$ cat src/hdl/lpfd_pkg.sv
// Shared types and constants for the length-prefixed frame deframer.
// No dependencies; lpfd_out_stage and the top level import this package.
`default_nettype none

package lpfd_pkg;

  // Header layout: one command byte, four stream id bytes, two length bytes
  localparam logic [2:0] HC_COMMAND  = 3'd0;
  localparam logic [2:0] HC_ID_FIRST = 3'd1;
  localparam logic [2:0] HC_ID_LAST  = 3'd4;
  localparam logic [2:0] HC_LEN_HIGH = 3'd5;
  localparam logic [2:0] HC_LEN_LOW  = 3'd6;

  // Result kinds
  localparam logic KIND_HEADER  = 1'b0;
  localparam logic KIND_PAYLOAD = 1'b1;

  typedef struct packed {
    logic [7:0] in_byte;
  } in_item_t;

  typedef struct packed {
    logic        item_kind;
    logic [7:0]  frame_command;
    logic [31:0] frame_stream_id;
    logic [15:0] frame_length;
    logic [7:0]  payload_byte;
    logic        bad_command;
    logic        last_of_frame;
  } result_t;

endpackage

`default_nettype wire

$ cat src/hdl/lpfd_stream_if.sv
// Valid/ready stream channel carrying one item of type item_t.
// Depends on nothing; instantiated with the item types of lpfd_pkg.
`default_nettype none

interface lpfd_stream_if #(
  parameter type item_t = logic [7:0]
);
  logic  valid;
  logic  ready;
  item_t payload;

  modport source (output valid, output payload, input ready);
  modport sink   (input valid, input payload, output ready);
endinterface

`default_nettype wire

$ cat src/hdl/lpfd_out_stage.sv
// Output register of the deframer: holds one result until the sink takes it.
// Depends on lpfd_pkg and lpfd_stream_if.
`default_nettype none

module lpfd_out_stage (
  input  wire logic            clk,
  input  wire logic            rst,
  input  wire logic            load,
  input  wire lpfd_pkg::result_t load_data,
  output logic                 load_ready,
  lpfd_stream_if.source        results
);
  import lpfd_pkg::*;

  logic    valid;
  result_t data;

  // Room for a new result when empty or when the held one leaves this cycle
  assign load_ready = !valid || results.ready;

  // Valid flag
  always_ff @(posedge clk) begin
    if (rst) begin
      valid <= 1'b0;
    end else if (load) begin
      valid <= 1'b1;
    end else if (results.ready) begin
      valid <= 1'b0;
    end
  end

  // Payload, no reset needed
  always_ff @(posedge clk) begin
    if (load) begin
      data <= load_data;
    end
  end

  assign results.valid   = valid;
  assign results.payload = data;

  // A held result must not be overwritten while stalled
  assert property (@(posedge clk) disable iff (rst)
    (valid && !results.ready) |-> !load)
    else $error("result overwritten while stalled");

  // A load always leaves a result on offer
  assert property (@(posedge clk) disable iff (rst)
    load |=> valid)
    else $error("loaded result not presented");

  // Stalled result stays put
  assert property (@(posedge clk) disable iff (rst)
    (valid && !results.ready) |=> (valid && $stable(data)))
    else $error("stalled result changed");

endmodule

`default_nettype wire

$ cat src/flat_wrapper.sv
// flat-port wrapper written by rule: the top's interface ports become plain ports
module lpfd_out_stage_flat import lpfd_pkg::*;
  (clk, rst, load, load_data, load_ready, results_valid, results_payload, results_ready);
  lpfd_stream_if results_i ();
  input  wire logic clk;
  input  wire logic rst;
  input  wire logic load;
  input  wire lpfd_pkg::result_t load_data;
  output logic load_ready;
  output wire logic [$bits(results_i.valid)-1:0] results_valid;
  output wire logic [$bits(results_i.payload)-1:0] results_payload;
  input wire logic [$bits(results_i.ready)-1:0] results_ready;
  assign results_valid = results_i.valid;
  assign results_payload = results_i.payload;
  assign results_i.ready = results_ready;
  lpfd_out_stage u_core (.clk(clk), .rst(rst), .load(load), .load_data(load_data), .load_ready(load_ready), .results(results_i));
endmodule
$ cat config.mk
export PLATFORM = sky130hd
export DESIGN_NAME = lpfd_out_stage_flat
export DESIGN_NICKNAME = d
export VERILOG_FILES = /design/src/hdl/lpfd_pkg.sv /design/src/hdl/lpfd_stream_if.sv /design/src/hdl/lpfd_out_stage.sv /design/src/flat_wrapper.sv
export SDC_FILE = /design/constraint.sdc
export NUM_CORES = 1
export LEC_CHECK = 0
export BUFFER_PORTS_ARGS = -buffer_cell sky130_fd_sc_hd__buf_2
export CELL_PAD_IN_SITES_DETAIL_PLACEMENT = 1
export CELL_PAD_IN_SITES_GLOBAL_PLACEMENT = 2
export CORE_MARGIN = 2
export CORE_UTILIZATION = 10
export DETAILED_ROUTE_END_ITERATION = 10
export GPL_ROUTABILITY_DRIVEN = 1
export PLACE_DENSITY_LB_ADDON = 0.1
export SLEW_MARGIN = 20
export SYNTH_ARGS = -nofsm -noshare
export SYNTH_HDL_FRONTEND = slang
export SYNTH_SLANG_ARGS = --single-unit
$ cat constraint.sdc
create_clock -name clk -period 1.2 [get_ports clk]
set_clock_uncertainty 0.05 [all_clocks]
set_input_delay 0.12 -clock clk [delete_from_list [all_inputs] [get_ports clk]]
set_output_delay 0.12 -clock clk [all_outputs]
set_load 0.01 [all_outputs]
==> results.py, run 1 <==
metrics = {
    "status": {
        "outcome": "finished clean",
    },
    "global_route": {
        "grt_max_degree": 10,
        "grt_pass1_vias": 257,
        "grt_overflow": 0,
        "grt_pass1_wl_um": 1010,
        "grt_use_total_pct": 4.35,
        "antenna_found_initial": 0,
    },
    "placed_design": {
        "gp_congestion": 0.608,
        "io_buffers": 21,
        "place_area_um2": 430,
        "post-place-ws_ns": 0.480,
    },
    "setup_path": {
        "crit_path_top_delay_cell": "dfxtp_1",
        "required_ns": 1.03,
        "worstSetupStartpointType": "flip-flop",
        "cp-end-kind": "primary output",
        "critPathMaxFanout": 2,
        "slowest_delay_ns": 0.38,
        "critPathArrivalTime_ns": 0.83,
        "worstSetupPathType": "flip-flop to primary output",
        "path_cells": "nand2b_4 > buf_2",
    },
    "sta": {
        "setup_viol": 0,
        "rsz0062_at_grt": "no",
        "worst_hold_slack_ns": 0.0897,
        "hold_viol_final": 0,
        "worstMarginPinSlew_ns": 0.200,
        "worst_slack_ns": 0.196,
        "period_share_pct": 83.7,
        "slew_violations": 0,
        "fin_crit_ns": 1.00,
        "max_slew_margin_pct": 86.7,
        "max_freq_ghz": 0.996,
        "final.setup.tns_ns": 0,
    },
    "clock_tree": {
        "clk_pin_slew_ns": 0.07,
        "htreeDepth": 1,
        "ctsHoldBuffers": 9,
        "cts_sinks": 9,
        "cts_buffers": 3,
        "post_cts_buffers": 0,
        "clk_path_buf_depth": 2,
        "cts_resized": 0,
        "clock_latency_ns": 0.25,
        "root_buffer": "clkbuf_4",
        "cts_tree": "yes",
    },
    "route": {
        "via_count": 224,
        "drcViolationCount": 0,
        "ant_nets": 0,
        "wl_per_cell_um": 8.90,
        "vias_per_cell": 2.91,
        "first_pass_iters": 2,
        "drtIter0Drc": 3,
        "wl_um": 685,
    },
    "synth": {
        "ys_ff_latch": 9,
        "synth_fp_nets": 83,
        "ys.warnings.count": 0,
        "synthCells": 12,
        "synth_cell_types": 5,
        "synth_seq_area_share_pct": 90.8,
        "syn_area_um2": 287,
        "syn_avg_cell_area_um2": 23.9,
    },
    "power": {
        "total_power_mw": 0.693,
        "p_leak_nw": 0.236,
        "powerDensity_nw_per_um2": 1270,
        "irDropWorstVdd_mv": 0.343,
    },
    "layout": {
        "drive_gt1_share_pct": 56.5,
        "nets": 118,
        "num-fill-cells": 312,
        "final_area_um2": 547,
        "n_antenna_cell": 0,
        "area_delta_synth_final_pct": 90.8,
    },
    "floorplanning": {
        "initial_core_util_pct": 10.5,
        "core-area_um2": 2730,
        "dieArea_um2": 3310,
        "die_h_um": 57.5,
        "io_pins": 81,
        "die_x_um": 57.5,
        "fp-row-count": 19,
    },
    "worst_hold_path": {
        "hold_path.class": "input pin to flip-flop",
    },
    "job": {
        "maxCapViolCount": 0,
    },
}
==> flip-flops by register name (all words and copies together) (netlist names) <==
signal / flops
u_core.results.valid: 1
u_core.results.payload: 8
==> cell families after synthesis <==
family	after synthesis	share of synthesized area, %
flip-flops	9	90.8
AO/OA/AOI/OAI	1	3.06
buffers and inverters	1	1.31
AND/OR/NAND/NOR	1	4.80
==> critical path: cells and delay by family, from the launching register on <==
kind                   cells  cell delay (ns)
buffers and inverters      1             0.13
and+or+nand+nor            1             0.07
DFF                        1             0.38
==> cells in the final DEF, fill, tap and decap left out, drive strengths merged <==
| cell type | n |
|---|---|
| dfxtp | 1 |
| edfxtp | 8 |
| buf | 21 |
| inv | 1 |
| clkbuf | 4 |
| nand2b | 1 |
| dlygate4sd3 | 9 |
| a21oi | 1 |
==> layout make-up <==
| type | count | area [um2] | area share, % |
|---|---|---|---|
| sequential | 9 | 260 | 47.6 |
| timing repair buffer | 30 | 195 | 35.7 |
| tap | 31 | 38.8 | 7.09 |
| clock buffer | 4 | 26.3 | 4.81 |
| multi-input combinational | 2 | 22.5 | 4.12 |
| inverter | 1 | 3.75 | 0.686 |
==> worst paths after layout <==
check / from / to / slack [ns] / depth (start not counted)
max: u_core.results.valid$_SDFFE_PP0P_ / load_ready / 0.20 / 2
min: results_ready / u_core.results.valid$_SDFFE_PP0P_ / 0.09 / 3
max reg2reg: u_core.results.valid$_SDFFE_PP0P_ / u_core.results.valid$_SDFFE_PP0P_ / 0.52 / 2
min reg2reg: u_core.results.valid$_SDFFE_PP0P_ / u_core.results.valid$_SDFFE_PP0P_ / 0.45 / 2
==> report_power, final <==
group | total, mW | switching, mW | internal (mW)
Sequential | 0.375 | 0.00743 | 0.367
Combinational | 0.0888 | 0.0372 | 0.0515
Clock | 0.230 | 0.102 | 0.128
==> cell usage after synthesis <==
cell type  n  share of area (%)
nand2b_4   1                4.8
edfxtp_1   8                 84
dfxtp_1    1                7.0
inv_1      1                1.3
a21oi_2    1                3.1
==> routing by layer <==
layer,part of all wire [%],up-vias,global-route usage [%]
met1,42,99,4.20
met4,0,0,1.99
met2,45,14,7.31
met5,0,-,0
met3,13,0,2.72
li1,-,111,-
==> stage by stage <==
stage                     utilization [%]  cells
after global routing                 20.0     77
final                                20.0     77
after global placement               15.7     64
after CTS                            20.0     77
after detailed placement             15.7     64
after floorplan                         -     12
Power figures use the tool's default switching activity.
==> run 2: changes to the inputs <==
--- a/config.mk
+++ b/config.mk
@@ -5,6 +5,7 @@
 export SDC_FILE = /design/constraint.sdc
 export NUM_CORES = 1
 export LEC_CHECK = 0
+export ABC_AREA = 1
 export BUFFER_PORTS_ARGS = -buffer_cell sky130_fd_sc_hd__buf_2
 export CELL_PAD_IN_SITES_DETAIL_PLACEMENT = 1
 export CELL_PAD_IN_SITES_GLOBAL_PLACEMENT = 2
==> constraint.sdc (replaced) <==
create_clock -name clk -period 1 [get_ports clk]
set_clock_uncertainty 0.05 [all_clocks]
set_input_delay 0.1 -clock clk [delete_from_list [all_inputs] [get_ports clk]]
set_output_delay 0.1 -clock clk [all_outputs]
set_load 0.01 [all_outputs]
==> run 2 against run 1 <==
  * Synthesized area shrank 1.3%
  * Global-route usage grew 0.37 points
  * Utilization grew 0.083 points
  * Critical path type unchanged
==> results.py, run 2 <==
metrics = {
    "status": {
        "outcome": "finished clean",
    },
    "synth": {
        "synthCells": 13,
        "synthTopCellsByArea": "edfxtp_1, dfxtp_1, a21oi_2",
        "synthFlopType": "edfxtp_1",
        "synth_top_family_by_area": "compound AO/OA/AOI/OAI gates",
        "ys_ff_latch": 9,
        "synth_compound_area_share_pct": 3.10,
        "synth_edf_count": 8,
        "yosysTopAreaCell": "edfxtp_1",
        "synthSimpleGateAreaFrac_pct": 2.21,
        "synth_top_area_share_pct": 85.0,
        "ys.warnings.count": 0,
        "synthArstFlopShare_pct": 0,
        "synth_fp_nets": 84,
        "syn_area_um2": 283,
        "syn_avg_cell_area_um2": 21.8,
        "synth_cell_types": 5,
        "synth.most_common_cell": "edfxtp_1",
        "synth.mux.area_fraction_pct": 0,
        "synth_seq_area_share_pct": 92.0,
        "yosys.area_share.xor_xnor_pct": 0,
        "synthAdderAreaFrac_pct": 0,
        "synth_top_cells_by_count": "edfxtp_1, inv_1, a21oi_2, dfxtp_1, nand2_2",
    },
    "clock_tree": {
        "cts_buffers": 3,
        "clock_latency_ns": 0.25,
        "cts_tree": "yes",
        "htreeDepth": 1,
        "root_buffer": "clkbuf_4",
        "clk_path_buf_depth": 2,
        "clk_pin_slew_ns": 0.06,
        "post_cts_buffers": 0,
        "cts_sinks": 9,
    },
    "setup_path": {
        "critPathArrivalTime_ns": 0.79,
        "critPathMaxFanout": 2,
        "crit_start": "u_core.results.valid$_SDFFE_PP0P_",
        "required_ns": 0.85,
        "cp-end-kind": "primary output",
        "worstSetupStartpointType": "flip-flop",
        "r2r_start": "u_core.results.valid$_SDFFE_PP0P_",
        "worstSetupPathType": "flip-flop to primary output",
    },
    "sta": {
        "worstMarginPinSlew_ns": 0.199,
        "period_share_pct": 93.7,
        "rsz0062_at_grt": "no",
        "slew_violations": 0,
        "fin_crit_ns": 0.937,
        "worst_slack_ns": 0.0626,
        "setup_viol": 0,
        "worst_hold_slack_ns": 0.0558,
        "max_freq_ghz": 1.07,
        "final.setup.tns_ns": 0,
        "max_slew_margin_pct": 86.7,
        "hold_viol_final": 0,
    },
    "route": {
        "drtIter0Drc": 4,
        "vias_per_cell": 3.04,
        "first_pass_iters": 2,
        "wl_per_cell_um": 9.03,
        "drcViolationCount": 0,
        "ant_nets": 0,
        "wl_um": 704,
        "via_count": 237,
    },
    "layout": {
        "final_common_cell": "buf_2",
        "seqCellArea_um2": 262,
        "n_antenna_cell": 0,
        "largest_reg_flops": 8,
        "nets": 119,
        "final_cell_mix": "buf_2, dlygate4sd3_1, edfxtp_1",
        "area_delta_synth_final_pct": 92.5,
        "multiInputGateArea_um2": 15.0,
        "drive_gt1_share_pct": 57.4,
        "final_cells": 78,
        "num-fill-cells": 327,
    },
    "floorplanning": {
        "fp-row-count": 19,
        "die_h_um": 57.2,
        "dieArea_um2": 3270,
        "initial_core_util_pct": 10.4,
        "die_x_um": 57.2,
        "io_pins": 81,
        "core-area_um2": 2710,
    },
    "placed_design": {
        "io_buffers": 21,
        "gp_congestion": 0.580,
        "post-place-ws_ns": 0.314,
        "dp.cells": 65,
    },
    "power": {
        "p_leak_nw": 0.236,
        "powerDensity_nw_per_um2": 1520,
        "irDropWorstVdd_mv": 0.479,
    },
    "job": {
        "maxCapViolCount": 0,
    },
    "global_route": {
        "grt_max_degree": 10,
        "grt_use_total_pct": 4.72,
        "grt_pass1_wl_um": 1120,
        "antenna_found_initial": 0,
        "grt_overflow": 0,
        "grt_pass1_vias": 267,
    },
    "worst_hold_path": {
        "worstHoldStart": "results_ready",
        "hold_path.class": "input pin to flip-flop",
    },
}
run 2: cell families (layout without fill, tap and decap cells):
group	count (synthesis)	after routing
AND/OR/NAND/NOR	1	1
buffers and inverters	2	36
flip-flops	9	9
AO/OA/AOI/OAI	1	1
run 2: layout make-up:
class	instances	area share (%)
clock buffer	4	4.83
inverter	2	1.38
multi-input combinational	2	2.76
tap	31	7.13
sequential	9	48.0
timing repair buffer	30	35.9
run 2: what timing repair did:
item | CTS | global route
setup endpoints to repair | 0 | 1
hold buffers | 9 | 0
gates resized for setup | 0 | 1
hold endpoints to repair | 9 | 0
run 2: path summary, 6_finish.rpt:
kind                                        to  slack, ns  depth (start not counted)
min          u_core.results.valid$_SDFFE_PP0P_       0.06                          4
min reg2reg  u_core.results.valid$_SDFFE_PP0P_       0.43                          2
max                                 load_ready       0.06                          2
max reg2reg  u_core.results.valid$_SDFFE_PP0P_       0.38                          2
run 2: worst max-delay path, stage by stage (launching register included):
cell	delay, ns
dfxtp_2	0.34
nand2_2	0.06
buf_2	0.13
run 2: per-stage QoR:
step | utilization (%) | area, um2 | power, mW
floorplan | - | 283 | 0.481
global placement | 15.7 | 427 | 0.535
detailed placement | 15.7 | 427 | 0.538
CTS | 20.0 | 543 | 0.845
global route | 20.1 | 544 | 0.880
finish | 20.1 | 544 | 0.829
run 2: power breakdown:
group          internal [mW]  total [mW]  leakage [nW]  switching (mW)
clock                  0.153       0.273        0.0150           0.120
combinational         0.0599       0.107         0.134          0.0467
sequential             0.441       0.449        0.0869         0.00744
run 2: layer usage:
layer / vias up / routed length (um) / GRT usage, %
met1: 108 / 277 / 5.25
li1: 114 / - / -
met3: 0 / 101 / 3.17
met2: 15 / 325 / 7.55
met4: 0 / 0 / 0.997
met5: - / 0 / 0
